### config.mk
export PLATFORM = sky130hd
export DESIGN_NAME = pcg_umod
export DESIGN_NICKNAME = d
export VERILOG_FILES = /design/src/sv/pcg_pkg.sv /design/src/sv/pcg_umod.sv
export SDC_FILE = /design/constraint.sdc
export NUM_CORES = 2
export LEC_CHECK = 0
export ABC_AREA = 1
export BUFFER_PORTS_ARGS = -buffer_cell sky130_fd_sc_hd__buf_2
export CAP_MARGIN = 20
export CORE_MARGIN = 2
export CORE_UTILIZATION = 40
export CTS_BUF_LIST = sky130_fd_sc_hd__clkbuf_8
export DETAILED_ROUTE_END_ITERATION = 12
export GPL_ROUTABILITY_DRIVEN = 0
export GPL_TIMING_DRIVEN = 1
export PLACE_DENSITY_LB_ADDON = 0.08
export SKIP_CTS_REPAIR_TIMING = 1
export SYNTH_ARGS = -nofsm -noshare
export SYNTH_HDL_FRONTEND = slang
export SYNTH_SLANG_ARGS = --single-unit
### constraint.sdc
create_clock -name clk -period 8.3 [get_ports clk]
set_input_delay 1.245 -clock clk [delete_from_list [all_inputs] [get_ports clk]]
set_output_delay 1.245 -clock clk [all_outputs]
set_load 0.05 [all_outputs]
### src/sv/pcg_pkg.sv
// Shared constants, types and arithmetic helpers for the PCG random generator.
package pcg_pkg;

	// Request operation codes
	localparam logic [1:0] OP_RAW    = 2'd0;
	localparam logic [1:0] OP_UNIT   = 2'd1;
	localparam logic [1:0] OP_RESEED = 2'd2;

	// Number of result pipeline stages, request capture to output register
	localparam int unsigned PCG_STAGES = 8;

	// LCG multiplier and increment
	localparam logic [63:0] PCG_MULT = 64'h5851_F42D_4C95_7F2D;
	localparam logic [63:0] PCG_INC  = 64'hDA3E_39CB_94B9_5BDB;

	// Jump-ahead multipliers, worked out at elaboration (mod 2^64)
	localparam logic [63:0] PCG_MULT2 = PCG_MULT * PCG_MULT;
	localparam logic [63:0] PCG_MULT3 = PCG_MULT2 * PCG_MULT;

	// Offsets of the first three states after a reseed with zero.
	// PCG_K0 is also the offset of a two-step jump.
	localparam logic [63:0] PCG_K0 = PCG_MULT * PCG_INC + PCG_INC;
	localparam logic [63:0] PCG_K1 = PCG_MULT * PCG_K0 + PCG_INC;
	localparam logic [63:0] PCG_K2 = PCG_MULT * PCG_K1 + PCG_INC;

	// Unit draw reduction constants
	localparam logic [19:0] PCG_UNIT_MOD = 20'd1000000;
	localparam logic [19:0] PCG_WRAP32   = 20'd967296;     // 2^32 mod 1e6
	localparam logic [27:0] PCG_RECIP    = 28'd140737489;  // ceil(2^41 / 15625)
	localparam int unsigned PCG_RECIP_SHIFT = 41;

	typedef logic [PCG_STAGES-1:0] stage_en_t;

	// Low 64 bits of a 64x64 product, kept as three 32x32 partial products
	typedef struct packed {
		logic [63:0] lo;
		logic [31:0] hi_a;
		logic [31:0] hi_b;
	} pp_t;

	function automatic pp_t pcg_pp(input logic [63:0] s, input logic [63:0] a);
		pp_t p;
		p.lo   = 64'(s[31:0]) * 64'(a[31:0]);
		p.hi_a = s[63:32] * a[31:0];
		p.hi_b = s[31:0] * a[63:32];
		return p;
	endfunction

	function automatic logic [63:0] pcg_pp_sum(input pp_t p);
		logic [31:0] hi;
		hi = p.hi_a + p.hi_b;
		return p.lo + {hi, 32'd0};
	endfunction

endpackage

### src/sv/pcg_umod.sv
// Modulo one million reduction for unit draws, with the output register.
module pcg_umod (
	input  logic               clk,
	input  pcg_pkg::stage_en_t en,
	input  logic [63:0]        val_s3,
	input  logic               unit_s3,
	output logic [63:0]        value_s8
);

	logic [52:0] y_s4;
	logic [63:0] v_s4;
	logic        u_s4;
	logic [41:0] z_s5;
	logic [63:0] v_s5;
	logic        u_s5;
	logic [32:0] w_s6;
	logic [63:0] v_s6;
	logic        u_s6;
	logic [13:0] q_s7;
	logic [32:0] w_s7;
	logic [63:0] v_s7;
	logic        u_s7;

	logic [54:0] qprod;
	logic [33:0] rem;

	// Quotient by reciprocal of 15625 after dropping six bits (1e6 = 64 * 15625)
	assign qprod = 55'(w_s6[32:6]) * 55'(pcg_pkg::PCG_RECIP);
	assign rem   = 34'(w_s7) - 34'(q_s7) * 34'(pcg_pkg::PCG_UNIT_MOD);

	// Fold the upper word three times using 2^32 mod 1e6
	always_ff @(posedge clk) begin
		if (en[3]) begin
			y_s4 <= 53'(val_s3[63:32]) * 53'(pcg_pkg::PCG_WRAP32) + 53'(val_s3[31:0]);
			v_s4 <= val_s3;
			u_s4 <= unit_s3;
		end
		if (en[4]) begin
			z_s5 <= 42'(y_s4[52:32]) * 42'(pcg_pkg::PCG_WRAP32) + 42'(y_s4[31:0]);
			v_s5 <= v_s4;
			u_s5 <= u_s4;
		end
		if (en[5]) begin
			w_s6 <= 33'(z_s5[41:32]) * 33'(pcg_pkg::PCG_WRAP32) + 33'(z_s5[31:0]);
			v_s6 <= v_s5;
			u_s6 <= u_s5;
		end
	end

	// Take the quotient, then the remainder into the output register
	always_ff @(posedge clk) begin
		if (en[6]) begin
			q_s7 <= qprod[pcg_pkg::PCG_RECIP_SHIFT +: 14];
			w_s7 <= w_s6;
			v_s7 <= v_s6;
			u_s7 <= u_s6;
		end
		if (en[7]) begin
			value_s8 <= u_s7 ? 64'(rem[19:0]) : v_s7;
		end
	end

endmodule

# [After elaboration in Yosys (flattened, before gate mapping)]
# Cells that the tools add are included.
[word_totals] input_bits=74 out_inout_bits=64 ff_bits=486
[classes] add_sub_neg=4 mux=1 n_mul=5
[op_table] operator="$mul 27x28->55 const B" n=1
[op_table] operator="$add 52x32->53" n=1
[op_table] operator="$mul 32x13->45 const B" n=1
[op_table] operator="$add 41x32->42" n=1
[op_table] operator="$mul 21x13->34 const B" n=1
[op_table] operator="$add 30x32->33" n=1
[op_table] operator="$mul 10x13->23 const B" n=1
[op_table] operator="$mux 20" n=1
[op_table] operator="$sub 20x20->20" n=1
[op_table] operator="$mul 14x11->14 const B" n=1

# [Depth between registers and ports, before layout]
[depth] word_depth=3 ltp_mapped=34 ltp_nobuf=34

# [Worst setup path before layout]
# Ideal clock, no wire load.
[synth_path] kind="input to register" from="input port val_s3[34]" to="register y_s4[51] (data pin)" setup_slack_ns=1.665 path_buffers=0 required_ns=8.051 t_arrival_ns=6.386 cell_stages=34 setup_time_ns=0.249 path_cell_list="inv_1 -> fa_1 -> inv_1 -> ha_1 -> xnor2_1 -> fa_1 -> fa_1 -> fa_1 -> inv_1 -> ha_1 -> nand2_2 -> inv_1 -> nand2_1 -> nand2_1 -> nand2_1 -> nand2_1 -> inv_1 -> nand2_2 -> a21oi_1 -> xnor2_1 -> ha_1 -> nand2_1 -> nor2_1 -> inv_1 -> o21ai_0 -> a21oi_1 -> nand2_1 -> nand3_1 -> nand2_2 -> nand2_2 -> nor2_1 -> nand2_1 -> nand2_1 -> inv_1"
[synth_via] elab_chain_len=2
[synth_rtl] element="from (decl)" line_no="pcg_umod.sv:5" text="input logic [63:0] val_s3,"
[synth_rtl] element="$mul 32x13->45" line_no="pcg_umod.sv:34" text="y_s4 <= 53'(val_s3[63:32]) * 53'(pcg_pkg::PCG_WRAP32) + 53'(val_s3[31:0]);"
[synth_rtl] element="$add 52x32->53" line_no="pcg_umod.sv:34"
[synth_rtl] element="to (signal assigned)" line_no="pcg_umod.sv:34"
[synth_rtl] element="to (decl)" line_no="pcg_umod.sv:10" text="logic [52:0] y_s4;"
# No other way between the ends.
# A chain may end at the register's enable or synchronous reset.

# [Worst setup path after layout]
[layout_path] from="register y_s4[33]" to="register z_s5[38] (data pin)"
[layout_via] elab_chain_len=2
[layout_rtl] element="$mul 21x13->34" line_no="pcg_umod.sv:39" text="z_s5 <= 42'(y_s4[52:32]) * 42'(pcg_pkg::PCG_WRAP32) + 42'(y_s4[31:0]);"
[layout_rtl] element="$add 41x32->42" line_no="pcg_umod.sv:39"
[layout_rtl] element="to (signal assigned)" line_no="pcg_umod.sv:39"
[layout_rtl] element="to (decl)" line_no="pcg_umod.sv:13" text="logic [41:0] z_s5;"
# No other way between the ends.

==> summary.txt <==
Synthesis
  • Primary FF master, synth: edfxtp_1
  • Area contributors post-synth: edfxtp_1 (29%), fa_1 (21%), ha_1 (19%)
  • Area share of the largest cell type after synthesis: 28.63%
  • #FFs+latches synth: 458
  • Netlist cell types: 51
  • Sequential area share after synthesis: 28.63%
  • Gate Count Post-Synth: 4943
  • Mapped Avg Cell Area: 9.719 um^2
  • Yosys warns: 0
  • Mapped cell area: 0.04804 mm^2
  • Synth area leader: edfxtp_1
  • Async SR Flop Fraction: 0%
  • Post-synth EDFFs: 458
  • Mapped Nets: 6272

CTS
  • Max Root-Sink Buffers: 3
  • CTS tree: built
  • TritonCTS Buffers: 79
  • Clock latency on the worst-skew pair: 720 ps
  • Worst-path clk slew: 60 ps
  • Clock sink count: 458
  • H-tree Lvls: 3
  • CTS root buf: clkbuf_8

Worst setup path
  • Startpoint types: flip-flop
  • Setup CP Type: reg2reg
  • Worst Path Arrival: 7690 ps
  • WP buf/inv: 3
  • CP delay by family, top: adder cells
  • Required @ worst endpoint: 8740 ps
  • Cell with the largest stage delay on the worst path: o21ai_0
  • Crit end category: flip-flop
  • CP max FO: 5
  • Crit-path most repeated cell: nand2_1
  • Max stage delay on crit path: 600 ps

Detailed routing
  • Vias: 32260
  • Detailed-route DRC error count: 0
  • First-pass DRT Iterations: 5
  • Total length of routed wires: 119700 um
  • Routed Antenna Nets: 0
  • DR iter-0 viols: 1546
  • DR vias/cell: 4.731
  • Drt wl/cell: 17.56 um

Worst hold path
  • Worst hold path class: reg2reg

Global route
  • Global route overflow: 0
  • First-pass GRT wire length: 190800 um
  • Initial antenna violation count: 10
  • Vias in the first global route: 34120
  • Pin count of the biggest net entering global routing: 65
  • GRT Overall Usage: 20.30%

Timing
  • Clock Skews: 41.17 ps
  • Worst-Margin Slew: 934.5 ps
  • Fin. Hold Viols: 0
  • Period utilization: 87.33%
  • RSZ-0062 raised after global routing: false
  • Min Tclk post-route: 7248 ps
  • Final setup vio count: 0
  • Fin. max-slew vios: 0
  • Total negative slack: 0 ps
  • Highest clock rate: 138.0 MHz
  • WHS: 373.8 ps
  • Slew HR: 37.70%

Finish
  • Syn-to-layout area delta: 8.863%
  • Share of cells above drive strength 1: 7.283%
  • Final instance area: 0.05230 mm^2
  • Filler Cells Inserted: 11930
  • Layout Nets: 6480

Placement
  • DP Area: 0.05074 mm^2
  • Hpwl dp: 103700 um
  • PortBufs: 134

Die
  • Die Ht: 350.6 um
  • Initial Utilization: 40.20%
  • FP Rows: 127
  • Die footprint: 0.1229 mm^2
  • Die Width: 350.6 um
  • Core ar.: 0.1195 mm^2
  • # IOs: 138

Job
  • Total of max-cap violations: 0

Status
  • Status: completed
[cell families (layout without fill, tap and decap cells)]
kind of cell               count (synthesis)  count (layout)  synth area share (%)
adders and majority gates               1255            1255                 40.61
and+or+nand+nor                         1294            1294                 11.74
DFF                                      458             458                 28.63
buffers and inverters                   1250            1511                 9.767
other                                      0               3                     0
AOI/OAI and AO/OA                        492             492                 5.696
xor gates and xnor gates                 194             194                 3.553
[final cells by class]
type / count / area [um^2] / area share (%)
inverters: 1236 / 4639 / 8.871
diodes: 3 / 7.507 / 0.01436
clock buffers: 79 / 1087 / 2.079
multi-input cells: 3235 / 29590 / 56.59
well taps: 1612 / 2017 / 3.857
repair buffers: 141 / 733.2 / 1.402
flip-flops and latches: 458 / 13750 / 26.30
clock inverters: 55 / 465.4 / 0.8900
[sequential cells by signal, summed over array words and instances, names as in the netlist, 14 cells and up]
| name | flops |
|---|---|
| v_s5 | 57 |
| v_s7 | 57 |
| v_s4 | 57 |
| w_s7 | 20 |
| w_s6 | 33 |
| value_s8 | 64 |
| q_s7 | 14 |
| v_s6 | 57 |
| y_s4 | 53 |
| z_s5 | 42 |
[worst paths after layout]
check / from / endpoint / slack [ps] / cells past startpoint
worst min register to register: v_s4[7]$_DFFE_PP_ / v_s5[7]$_DFFE_PP_ / 370 / 0
worst max register to register: y_s4[33]$_DFFE_PP_ / z_s5[38]$_DFFE_PP_ / 1050 / 28
worst max-delay path: y_s4[33]$_DFFE_PP_ / z_s5[38]$_DFFE_PP_ / 1050 / 28
worst min-delay path: v_s4[7]$_DFFE_PP_ / v_s5[7]$_DFFE_PP_ / 370 / 0
[layer usage]
metal	track usage (%)	wire [um]
met5	0	0
met4	4.861	2875
met3	2.301	4144
met2	34.59	57190
met1	27.56	55530
[cell usage after synthesis, types with 3 or more instances]
master    count
fa_1        507
nor2_4        8
inv_2        15
xor2_1      122
and2_1        4
ha_1        748
o31ai_1       7
and3_1        4
nor3_2        5
nand3_1     121
o21ai_0     127
o21bai_1     19
nand2_1     697
o21a_1       12
nor2_1      264
nand2_2      48
a211oi_1      3
nor3_1       30
nor2_2       31
a31oi_1      20
xnor2_1      71
nand4_1      36
o21ai_1       8
o221ai_1      3
or2_2        12
nand3_2      10
nor4_1       13
edfxtp_1    458
a21o_1       15
nand3b_1      4
clkbuf_1     14
inv_1      1220
o211ai_1      5
a21boi_0     12
a21oi_1     251
[per-stage QoR]
step	utilization [%]	worst slack, ps	instances
after floorplan	-	1665	4943
after CTS	43.76	1040	6816
after global routing	43.76	374.8	6817
final	43.76	1052	6819
after global placement	42.46	735.0	6682
after detailed placement	42.46	715.7	6682
[cells in the final DEF (no fill, tap or decap), types with 4 or more instances in the layout]
master and instances:
nand3b_1 4, clkinv_2 5, nor2_1 264, xor2_1 122, bufinv_16 5, inv_2 15
nor2_2 31, nand4_1 36, a31oi_1 20, a21o_1 15, fa_1 507, or2_2 12
nor3_2 5, o21ai_1 8, nor4_1 13, a21oi_1 251, inv_1 1239, ha_1 748
o211ai_1 5, o21ai_0 127, clkinv_1 17, buf_4 11, clkbuf_8 79, nand3_2 10
buf_2 130, and3_1 4, a21boi_0 12, nor3_1 30, xnor2_1 71, and2_1 4
edfxtp_1 458, o21bai_1 19, nand3_1 121, o31ai_1 7, nor2_4 8, nand2_1 697
nand2_2 48, o21a_1 12
Power is left out: the tool's default activity adds up to more than one toggle a clock period on the data nets, which glitch-free logic cannot reach.
