$ cat config.mk
export PLATFORM = sky130hd
export DESIGN_NAME = pcg_perm
export DESIGN_NICKNAME = d
export VERILOG_FILES = /design/src/sv/pcg_pkg.sv /design/src/sv/pcg_perm.sv
export SDC_FILE = /design/constraint.sdc
export NUM_CORES = 1
export LEC_CHECK = 0
export ABC_AREA = 0
export BUFFER_PORTS_ARGS = -buffer_cell sky130_fd_sc_hd__buf_2
export CORE_MARGIN = 3
export CORE_UTILIZATION = 57
export CTS_BUF_LIST = sky130_fd_sc_hd__clkbuf_2
export DETAILED_ROUTE_END_ITERATION = 10
export PLACE_DENSITY = 0.82
export SLEW_MARGIN = 20
export SYNTH_ARGS = -nofsm -noshare
export SYNTH_HDL_FRONTEND = slang
export SYNTH_SLANG_ARGS = --single-unit
$ cat constraint.sdc
create_clock -name clk -period 6.55 [get_ports clk]
set_clock_uncertainty 0.2 [all_clocks]
set_input_delay 1.31 -clock clk [delete_from_list [all_inputs] [get_ports clk]]
set_output_delay 1.31 -clock clk [all_outputs]
set_load 0.1 [all_outputs]
$ cat src/sv/pcg_pkg.sv
// Shared constants, types and arithmetic helpers for the PCG random generator.
package pcg_pkg;

	// Request operation codes
	localparam logic [1:0] OP_RAW    = 2'd0;
	localparam logic [1:0] OP_UNIT   = 2'd1;
	localparam logic [1:0] OP_RESEED = 2'd2;

	// Number of result pipeline stages, request capture to output register
	localparam int unsigned PCG_STAGES = 8;

	// LCG multiplier and increment
	localparam logic [63:0] PCG_MULT = 64'h5851_F42D_4C95_7F2D;
	localparam logic [63:0] PCG_INC  = 64'hDA3E_39CB_94B9_5BDB;

	// Jump-ahead multipliers, worked out at elaboration (mod 2^64)
	localparam logic [63:0] PCG_MULT2 = PCG_MULT * PCG_MULT;
	localparam logic [63:0] PCG_MULT3 = PCG_MULT2 * PCG_MULT;

	// Offsets of the first three states after a reseed with zero.
	// PCG_K0 is also the offset of a two-step jump.
	localparam logic [63:0] PCG_K0 = PCG_MULT * PCG_INC + PCG_INC;
	localparam logic [63:0] PCG_K1 = PCG_MULT * PCG_K0 + PCG_INC;
	localparam logic [63:0] PCG_K2 = PCG_MULT * PCG_K1 + PCG_INC;

	// Unit draw reduction constants
	localparam logic [19:0] PCG_UNIT_MOD = 20'd1000000;
	localparam logic [19:0] PCG_WRAP32   = 20'd967296;     // 2^32 mod 1e6
	localparam logic [27:0] PCG_RECIP    = 28'd140737489;  // ceil(2^41 / 15625)
	localparam int unsigned PCG_RECIP_SHIFT = 41;

	typedef logic [PCG_STAGES-1:0] stage_en_t;

	// Low 64 bits of a 64x64 product, kept as three 32x32 partial products
	typedef struct packed {
		logic [63:0] lo;
		logic [31:0] hi_a;
		logic [31:0] hi_b;
	} pp_t;

	function automatic pp_t pcg_pp(input logic [63:0] s, input logic [63:0] a);
		pp_t p;
		p.lo   = 64'(s[31:0]) * 64'(a[31:0]);
		p.hi_a = s[63:32] * a[31:0];
		p.hi_b = s[31:0] * a[63:32];
		return p;
	endfunction

	function automatic logic [63:0] pcg_pp_sum(input pp_t p);
		logic [31:0] hi;
		hi = p.hi_a + p.hi_b;
		return p.lo + {hi, 32'd0};
	endfunction

endpackage

$ cat src/sv/pcg_perm.sv
// Output permutation: xorshift, shift and 64-bit pseudo-rotate of the drawn state.
module pcg_perm (
	input  logic               clk,
	input  pcg_pkg::stage_en_t en,
	input  logic [63:0]        old_s2,
	input  logic [1:0]         op_s2,
	output logic [63:0]        val_s3,
	output logic               unit_s3
);

	logic [63:0] xs;
	logic [4:0]  rot;
	logic [4:0]  rot_l;
	logic [63:0] perm;
	logic        draw;

	// Xorshift by 18, drop 27 bits, rotate amount from the top five bits
	assign xs    = ((old_s2 >> 18) ^ old_s2) >> 27;
	assign rot   = old_s2[63:59];
	assign rot_l = 5'd0 - rot;
	assign perm  = (xs >> rot) | (xs << rot_l);
	assign draw  = (op_s2 == pcg_pkg::OP_RAW) || (op_s2 == pcg_pkg::OP_UNIT);

	// Stage 3: zero the value for a reseed or an unused code
	always_ff @(posedge clk) begin
		if (en[2]) begin
			val_s3  <= draw ? perm : 64'd0;
			unit_s3 <= (op_s2 == pcg_pkg::OP_UNIT);
		end
	end

endmodule

# == Word level (Yosys, flattened, before mapping) ==
# Index checks and enable logic that the tools add are counted.
# word_totals
regBits,65
input_bits,75
out_inout_bits,65
word_cells,10
# classes
addsub,1
n_eq_ne,1
shifts,2
bitwise,2
n_reduce_logical,2
# ops
cell,count
$or 64x64->64,1
$shl 37x5->64,1
$shr 37x5->64,1
$xor 46x64->64,1
$sub 1x5->5 const A,1
$eq 2x1->1 const B,1
$logic_not 2->1,1
$logic_or 1x1->1,1

# == Longest topological paths before layout ==
# Gate-level depths: netlist of run 1.
# depth
ltp_word,3
mapped_depth,13
depth_no_buf,8

# == Least setup slack after synthesis of run 1 ==
# No wires, ideal clock.
# synth_timing
path_kind,input-to-reg
startpoint,input old_s2[60]
endpoint,register val_s3[22] (data pin)
setup_ps,266
arrival_time_ps,3797
required_time_ps,6084
slack_ps,2287
path_stages,12
n_path_buf,4
cell_sequence,buf_2 -> buf_2 -> inv_2 -> buf_2 -> ha_1 -> buf_1 -> mux4_1 -> nand2_1 -> o221a_2 -> mux2i_1 -> a222oi_1 -> nor2_1
# synth_via
elab_chain_len,3
elab_cells_between_ends,5
classes_between,1 x add/sub; 2 x shift; 2 x bitwise
# synth_lines
item,line_no,text
start: declaration,pcg_perm.sv:5,"input logic [63:0] old_s2,"
$sub 1x5->5 or $xor 46x64->64 (tied branches),"pcg_perm.sv:20, pcg_perm.sv:18",
$shl 37x5->64 or $shr 37x5->64 (tied branches),pcg_perm.sv:21,assign perm = (xs >> rot) | (xs << rot_l);
$or 64x64->64 (*),pcg_perm.sv:21,
end signal: assignment,pcg_perm.sv:27,val_s3 <= draw ? perm : 64'd0;
end: declaration,pcg_perm.sv:7,"output logic [63:0] val_s3,"
# Every way passes the cells marked *; elsewhere a longest branch is shown, timed or not.
# A chain may end at the register's enable or synchronous reset.

# == Final worst setup path of run 1 ==
# layout_timing
startpoint,input old_s2[59]
endpoint,register val_s3[3] (data pin)
# The elaborated chain is that of the path after synthesis.

==> results of run 1 <==
## area by class of cell
class / instances / area, um^2 / area share, %
Clock buffer: 9 / 45.0 / 0.566
Clock inverter: 7 / 119 / 1.49
Antenna cell: 1 / 2.50 / 0.0315
Multi-Input combinational cell: 633 / 4890 / 61.5
Tap cell: 168 / 210 / 2.64
Inverter: 12 / 45.0 / 0.566
Sequential cell: 65 / 1950 / 24.5
Timing Repair Buffer: 125 / 691 / 8.68
## cells in the final DEF, fill, tap and decap left out, types with 5 or more instances in the layout
cell type                    n
sky130_fd_sc_hd__o21ai_0    38
sky130_fd_sc_hd__nand3_1     9
sky130_fd_sc_hd__buf_4      20
sky130_fd_sc_hd__mux4_1      9
sky130_fd_sc_hd__nor2_1    117
sky130_fd_sc_hd__nor2b_1     8
sky130_fd_sc_hd__a211oi_1   19
sky130_fd_sc_hd__xor2_1     18
sky130_fd_sc_hd__a21oi_1    61
sky130_fd_sc_hd__o32ai_1     7
sky130_fd_sc_hd__clkbuf_2    9
sky130_fd_sc_hd__nand2_1    64
sky130_fd_sc_hd__edfxtp_1   65
sky130_fd_sc_hd__mux2i_1    67
sky130_fd_sc_hd__buf_2     104
sky130_fd_sc_hd__a221oi_1   11
sky130_fd_sc_hd__or2_2       5
sky130_fd_sc_hd__inv_1       8
sky130_fd_sc_hd__nor3_1     14
sky130_fd_sc_hd__a31oi_1     5
sky130_fd_sc_hd__mux4_2     40
sky130_fd_sc_hd__a22oi_1    12
sky130_fd_sc_hd__or3_1       5
sky130_fd_sc_hd__o221ai_1    5
sky130_fd_sc_hd__o22ai_1    17
sky130_fd_sc_hd__a32oi_1     5
sky130_fd_sc_hd__mux2_2     19
## worst max path at each step
stage	end	start	cells past startpoint
6_report	val_s3[3]	old_s2[59]	7
5_1_grt	val_s3[3]	old_s2[59]	7
4_1_cts	val_s3[3]	old_s2[59]	7
3_5_place_dp	val_s3[3]	old_s2[59]	7
3_3_place_gp	val_s3[3]	old_s2[59]	7
2_1_floorplan	val_s3[22]	old_s2[60]	12
## state kept, by name, indices dropped and copies added, names as in the netlist
| register | flops |
|---|---|
| unit_s3 | 1 |
| val_s3 | 64 |
## metal layers
layer | track usage, % | vias up | wire [um]
met1 | 51.9 | 3507 | 10200
met2 | 53.9 | 624 | 11600
met5 | 0 | - | 0
li1 | - | 3175 | -
met3 | 9.54 | 89 | 3720
met4 | 11.9 | 0 | 911
## synthesized netlist by cell type (all sizes together), types with 5 or more instances
| library cell | instances |
|---|---|
| o21ai | 38 |
| nor2 | 117 |
| o221ai | 5 |
| a221oi | 11 |
| nand2 | 64 |
| a211oi | 19 |
| mux2i | 67 |
| clkbuf | 26 |
| or2 | 6 |
| inv | 10 |
| xnor2 | 7 |
| a21oi | 61 |
| a31oi | 5 |
| a22oi | 12 |
| nor2b | 8 |
| or3 | 5 |
| nand3 | 9 |
| mux2 | 19 |
| o22ai | 17 |
| nor3 | 14 |
| edfxtp | 65 |
| xor2 | 19 |
| o32ai | 7 |
| buf | 59 |
| a32oi | 5 |
| mux4 | 49 |
## critical path, stage by stage
cell,delay (ps)
sky130_fd_sc_hd__buf_4,80
sky130_fd_sc_hd__buf_4,570
sky130_fd_sc_hd__buf_4,570
sky130_fd_sc_hd__mux4_2,610
sky130_fd_sc_hd__mux4_2,550
sky130_fd_sc_hd__a211oi_1,480
sky130_fd_sc_hd__nor2_1,70
## cell families (layout without fill, tap and decap cells)
group / Yosys count / after routing / synth area share (%)
buffers and inverters: 97 / 153 / 6.50
DFF: 65 / 65 / 26.7
muxes: 135 / 135 / 27.7
and+or+nand+nor: 249 / 249 / 15.0
AOI/OAI and AO/OA: 220 / 220 / 20.1
adders and majority gates: 3 / 3 / 0.514
xor gates and xnor gates: 26 / 26 / 3.48
other: 0 / 1 / 0
## power by group
part | internal [W] | switching (W) | total (W)
registers | 0.000514 | 0.0000100 | 0.000524
logic | 0.000275 | 0.000785 | 0.00106
clock network | 0.000164 | 0.000153 | 0.000317
## through the flow
step                      utilization [%]  area, um^2  worst slack, ps  cells  power [W]
after detailed placement             63.5        7790             1810   1003    0.00156
after CTS                            64.8        7950             2380   1019    0.00187
final                                64.9        7950             2350   1020    0.00190
after floorplan                         -        7300             2290    795    0.00133
after global placement               63.5        7790             1840   1003    0.00155
after global routing                 64.9        7950             2260   1020    0.00197
==> flow_summary.yaml, run 1 <==
clock_tree:
  ctsResizeCount: 0
  worst_setup_hold_path_clk_slew_ps: 160
  cts-htree-levels: 3
  clock-sinks: 65
  cts_hold_buf: 0
  tritoncts_clock_tree: "built"
  cts_setup_buffers: 0
  numCtsBuffers: 9
  cts_max_path_buffers: 2
  cts-root-buf: "sky130_fd_sc_hd__clkbuf_2"
floorplan:
  core-area_um2: 12300
  fp-row-count: 40
  initial_core_utilization_pct: 59.5
  design.portCount: 140
  die_outline_area_um2: 14200
  fp.dieW_um: 119
  chipHeight_um: 119
logic_synthesis:
  synth_seq_area_share_pct: 26.7
  synth_top_cells_by_area: "sky130_fd_sc_hd__edfxtp_1 (27%), sky130_fd_sc_hd__mux4_2 (12%), sky130_fd_sc_hd__mux2i_1 (9.2%)"
  synthFlopType: "sky130_fd_sc_hd__edfxtp_1"
  netlist_instances: 795
  synth_enable_flop_cells: 65
  netlist.top_cell.by_area: "sky130_fd_sc_hd__edfxtp_1"
  synth.lib_cells_used.distinct: 66
  synth-warning-count: 0
  synth-async-reset-ratio_pct: 0
  synth.cell_area_um2: 7300
  synth_seq_cells: 65
  synth_largest_type_area_fraction_pct: 26.7
  synth_nets: 873
  synthesis.area_per_instance_um2: 9.18
setup_path:
  crit_path_start_kind: "input pin"
  crit_arrival_ps: 4260
  endpoint_kind: "register"
  criticalPathCategory: "in -> reg"
  worst-path-max-fanout: 54
  worst_ep_required_time_ps: 6620
global_route:
  vias_in_the_first_global_route: 6510
  grt_util_all_layers_pct: 36.3
  global_route.overflow_total: 0
  grt_pass1_wl_um: 39800
  number_of_antenna_violations_at_the_first_check_in_global_routing: 1
  grt_max_degree: 66
timing:
  max_slew.worst_pin.slew_ps: 998
  slew_headroom_pct: 33.2
  rsz0062_at_grt: "false"
  fin_worst_hold_slack_ps: 918
  final_max_slew_viol_count: 0
  timing.final.crit_period_ps: 4200
  fin_setup_tns_ps: 0
  finalSetupViolCount: 0
  fin_hold_viols: 0
  max_freq_mhz: 238
  period_share_pct: 64.1
routing:
  vias_per_cell: 7.25
  drc: 0
  totalWireLength_um: 26400
  initialDrtViolationCount: 1326
  num_vias: 7395
  wl_per_cell_um: 25.9
  drtPass1Iterations: 8
  number_of_antenna_violating_nets_in_the_routed_design: 0
cells_and_area:
  layout.nets: 924
  number_of_fillers_in_the_final_layout: 1048
  drive_above_1_share_pct: 25.3
  areaGrowthSynthToFinish_pct: 8.98
placed_design:
  detailedPlacementHpwl_um: 19300
  gp_congestion: 1.03
  io_buffer_count: 105
power:
  cellLeakagePower_nw: 3.09
  worst_ir_drop_vdd_mv: 0.0982
  power.density_nw_per_um2: 239
hold_path:
  hold-path-cell-count: 2
  timing.hold.worst_endpoint: "unit_s3"
  min-delay-path-class: "in -> reg"
  hold_path_startpoint: "op_s2[0]"
job:
  maxCapViolCount: 0
status:
  result_of_the_run: "finished, final reports clean"
No activity file was read; power rests on OpenSTA's default activity.
==> inputs of run 2 (changes only) <==
Settings changed: ABC_AREA 0 to 1, PLACE_DENSITY 0.82 to 0.83.
Clock period 6.55 ns to 4.2 ns, I/O delays scaled along.
==> run 2 against run 1 <==
Via count up 9.9%. Non-clock buffer count is 2 lower. Synthesized cell count rose by 31%. Design area decreased by 11%. Hold slack worse by 500 ps. Sequential share of layout area rose by 3.0 points. Sequential power is 57% higher. First-iteration DRC count decreased by 9.0%. Synthesized area decreased by 11%. Critical endpoint is now val_s3[20]. Combinational power up 36%. Utilization down 0.23 points. Cell count rose by 23%.
==> flow_summary.yaml, run 2 <==
logic_synthesis:
  synth-async-reset-ratio_pct: 0
  synth_seq_cells: 65
  synth.lib_cells_used.distinct: 32
  synth_seq_area_share_pct: 30.1
  synthMostInstantiatedCell: "sky130_fd_sc_hd__nand3_1"
  synth_top_cells_by_area: "sky130_fd_sc_hd__nand3_1 (32%), sky130_fd_sc_hd__edfxtp_1 (30%), sky130_fd_sc_hd__nand2_1 (17%)"
  netlist.top_cell.by_area: "sky130_fd_sc_hd__nand3_1"
  synth_enable_flop_cells: 65
  synthFlopType: "sky130_fd_sc_hd__edfxtp_1"
  synth.cell_area_um2: 6480
  netlist_instances: 1044
  synth_largest_type_area_fraction_pct: 31.7
  synth_commonest_cells: "sky130_fd_sc_hd__nand3_1 (411), sky130_fd_sc_hd__nand2_1 (296), sky130_fd_sc_hd__edfxtp_1 (65)"
  synthesis.area_per_instance_um2: 6.21
  synth_nets: 1122
  synth-warning-count: 0
power:
  cell_internal_pwr_w: 0.00116
  power.density_nw_per_um2: 363
  total_switching_power_w: 0.00142
  cellLeakagePower_nw: 3.41
  power.combinational.fraction_pct: 56.1
  seq_pwr_share_pct: 31.9
  clkPwrFrac_pct: 12.0
  worst_ir_drop_vdd_mv: 0.330
  switching_share_pct: 55.0
cells_and_area:
  postLayoutCellArea_um2: 7100
  biggestRegsByFlops: "val_s3: 64 flops, unit_s3: 1 flops"
  layout.nets: 1187
  most-common-layout-cells: "sky130_fd_sc_hd__nand3_1 (411), sky130_fd_sc_hd__nand2_1 (296), sky130_fd_sc_hd__buf_2 (105)"
  registers.top_by_ff_count: "val_s3"
  mostFrequentLayoutCell: "sky130_fd_sc_hd__nand3_1"
  areaGrowthSynthToFinish_pct: 9.45
  insertedDiodeCount: 0
  flip_flop_count_of_the_largest_register_after_layout: 64
  drive_above_1_share_pct: 14.1
  number_of_fillers_in_the_final_layout: 1068
floorplan:
  chipHeight_um: 113
  initial_core_utilization_pct: 59.0
  die_outline_area_um2: 12700
  core-area_um2: 11000
  fp.dieW_um: 113
  fp-row-count: 38
  design.portCount: 140
setup_path:
  endpoint_kind: "register"
  worst_ep_required_time_ps: 4380
  worst-path-max-fanout: 28
  worst_path_max_delay_cell: "sky130_fd_sc_hd__nor2_8"
  crit_path_start_kind: "input pin"
  crit_buf_inv: 4
  criticalPathCategory: "in -> reg"
  cp_delay_by_family_top: "buffers and inverters"
  crit_arrival_ps: 3160
  worst_path_largest_cell_delay_ps: 400
  cell_breakdown_of_the_critical_path: "buf_2 -> inv_4 -> nand3_2 -> xor2_4 -> inv_2 -> nor2_8 -> inv_2 -> o211ai_1"
  critPathMostFrequentCell: "sky130_fd_sc_hd__inv_2"
status:
  result_of_the_run: "finished, final reports clean"
clock_tree:
  cts_hold_buf: 0
  cts-root-buf: "sky130_fd_sc_hd__clkbuf_2"
  ctsResizeCount: 0
  cts-htree-levels: 3
  numCtsBuffers: 9
  cts_max_path_buffers: 2
  clock-sinks: 65
  tritoncts_clock_tree: "built"
  worst_setup_hold_path_clk_slew_ps: 180
  cts_setup_buffers: 0
timing:
  finalSetupViolCount: 0
  final_max_slew_viol_count: 0
  fin_hold_viols: 0
  rsz0062_at_grt: "false"
  timing.final.crit_period_ps: 2980
  fin_setup_tns_ps: 0
  period_share_pct: 70.9
  max_slew.worst_pin.slew_ps: 772
  max_freq_mhz: 336
  slew_headroom_pct: 48.4
placed_design:
  io_buffer_count: 105
  detailedPlacementHpwl_um: 19700
  gp_congestion: 1.07
  placedInstanceArea_um2: 7010
routing:
  initialDrtViolationCount: 1206
  drtPass1Iterations: 6
  totalWireLength_um: 25900
  metal_1_wl_um: 9770
  met2_wirelength_from_detailed_routing_um: 10700
  num_vias: 8124
  routed.top_layer: "met4"
  route.met3.wl_um: 3700
  number_of_antenna_violating_nets_in_the_routed_design: 0
  wl_per_cell_um: 20.7
  drc: 0
  vias_per_cell: 6.48
global_route:
  number_of_antenna_violations_at_the_first_check_in_global_routing: 0
  grt_util_all_layers_pct: 40.1
  vias_in_the_first_global_route: 7122
  grt_pass1_wl_um: 39300
  grt_max_degree: 56
  global_route.overflow_total: 0
job:
  maxCapViolCount: 0
hold_path:
  min-delay-path-class: "in -> reg"
==> run 2: changes by cell type after synthesis, sizes merged, moves of 40 or more <==
cell   delta
a21oi    -48
inv      +40
mux2i    -67
mux4     -49
nand2   +232
nand3   +403
nor2     -67
==> run 2: cells by family (layout without fill, tap and decap cells) <==
| kind of cell | count (synthesis) | after routing | synth area share [%] |
|---|---|---|---|
| simple gates | 790 | 790 | 55.4 |
| buf+inv | 121 | 191 | 7.99 |
| flops | 65 | 65 | 30.1 |
| compound gates | 63 | 63 | 5.29 |
| fa+ha+maj | 3 | 3 | 0.579 |
| xor+xnor | 2 | 2 | 0.675 |
==> run 2: final timing paths <==
| kind | from | endpoint | slack, ps | cells past startpoint |
|---|---|---|---|---|
| worst max-delay path | old_s2[62] | val_s3[20] | 1220 | 8 |
| worst min-delay path | op_s2[0] | unit_s3 | 420 | 3 |
==> run 2: routing by layer <==
layer / GRT usage [%] / vias up
li1: - / 3747
met1: 54.0 / 3605
met2: 58.1 / 660
met3: 11.3 / 112
met4: 22.3 / 0
met5: 0 / -
==> run 2: power by group through the flow <==
stage                     Combinational [W]  Sequential (W)  Clock (W)
after floorplan                    0.000574         0.00136          0
after CTS                           0.00141        0.000821   0.000307
after global placement              0.00139        0.000830          0
final                               0.00144        0.000821   0.000309
after detailed placement            0.00140        0.000836          0
after global routing                0.00152        0.000827   0.000333
==> run 2: metrics by stage <==
stage | power, W | std cells | util (%) | setup slack (ps) | hold WS, ps
2_1_floorplan | 0.00193 | 1044 | - | 996 | 752
3_3_place_gp | 0.00222 | 1238 | 63.9 | 768 | 925
3_5_place_dp | 0.00224 | 1238 | 63.9 | 752 | 958
4_1_cts | 0.00253 | 1254 | 64.6 | 1320 | 411
5_1_grt | 0.00268 | 1254 | 64.6 | 1120 | 409
6_report | 0.00257 | 1254 | 64.6 | 1220 | 417
==> run 2: cell type report <==
| cell class | count | area (um^2) | share of cell area (%) |
|---|---|---|---|
| clock buffer | 10 | 50.0 | 0.705 |
| clock inverter | 6 | 35.0 | 0.494 |
| inverter | 52 | 198 | 2.79 |
| multi-input combinational | 858 | 4020 | 56.6 |
| sequential | 65 | 1950 | 27.5 |
| tap | 140 | 175 | 2.47 |
| timing repair buffer | 123 | 673 | 9.48 |
==> run 2: worst min-delay path, cell delays in order <==
cell	delay, ps
sky130_fd_sc_hd__buf_2	80
sky130_fd_sc_hd__inv_1	30
sky130_fd_sc_hd__nor2_1	90
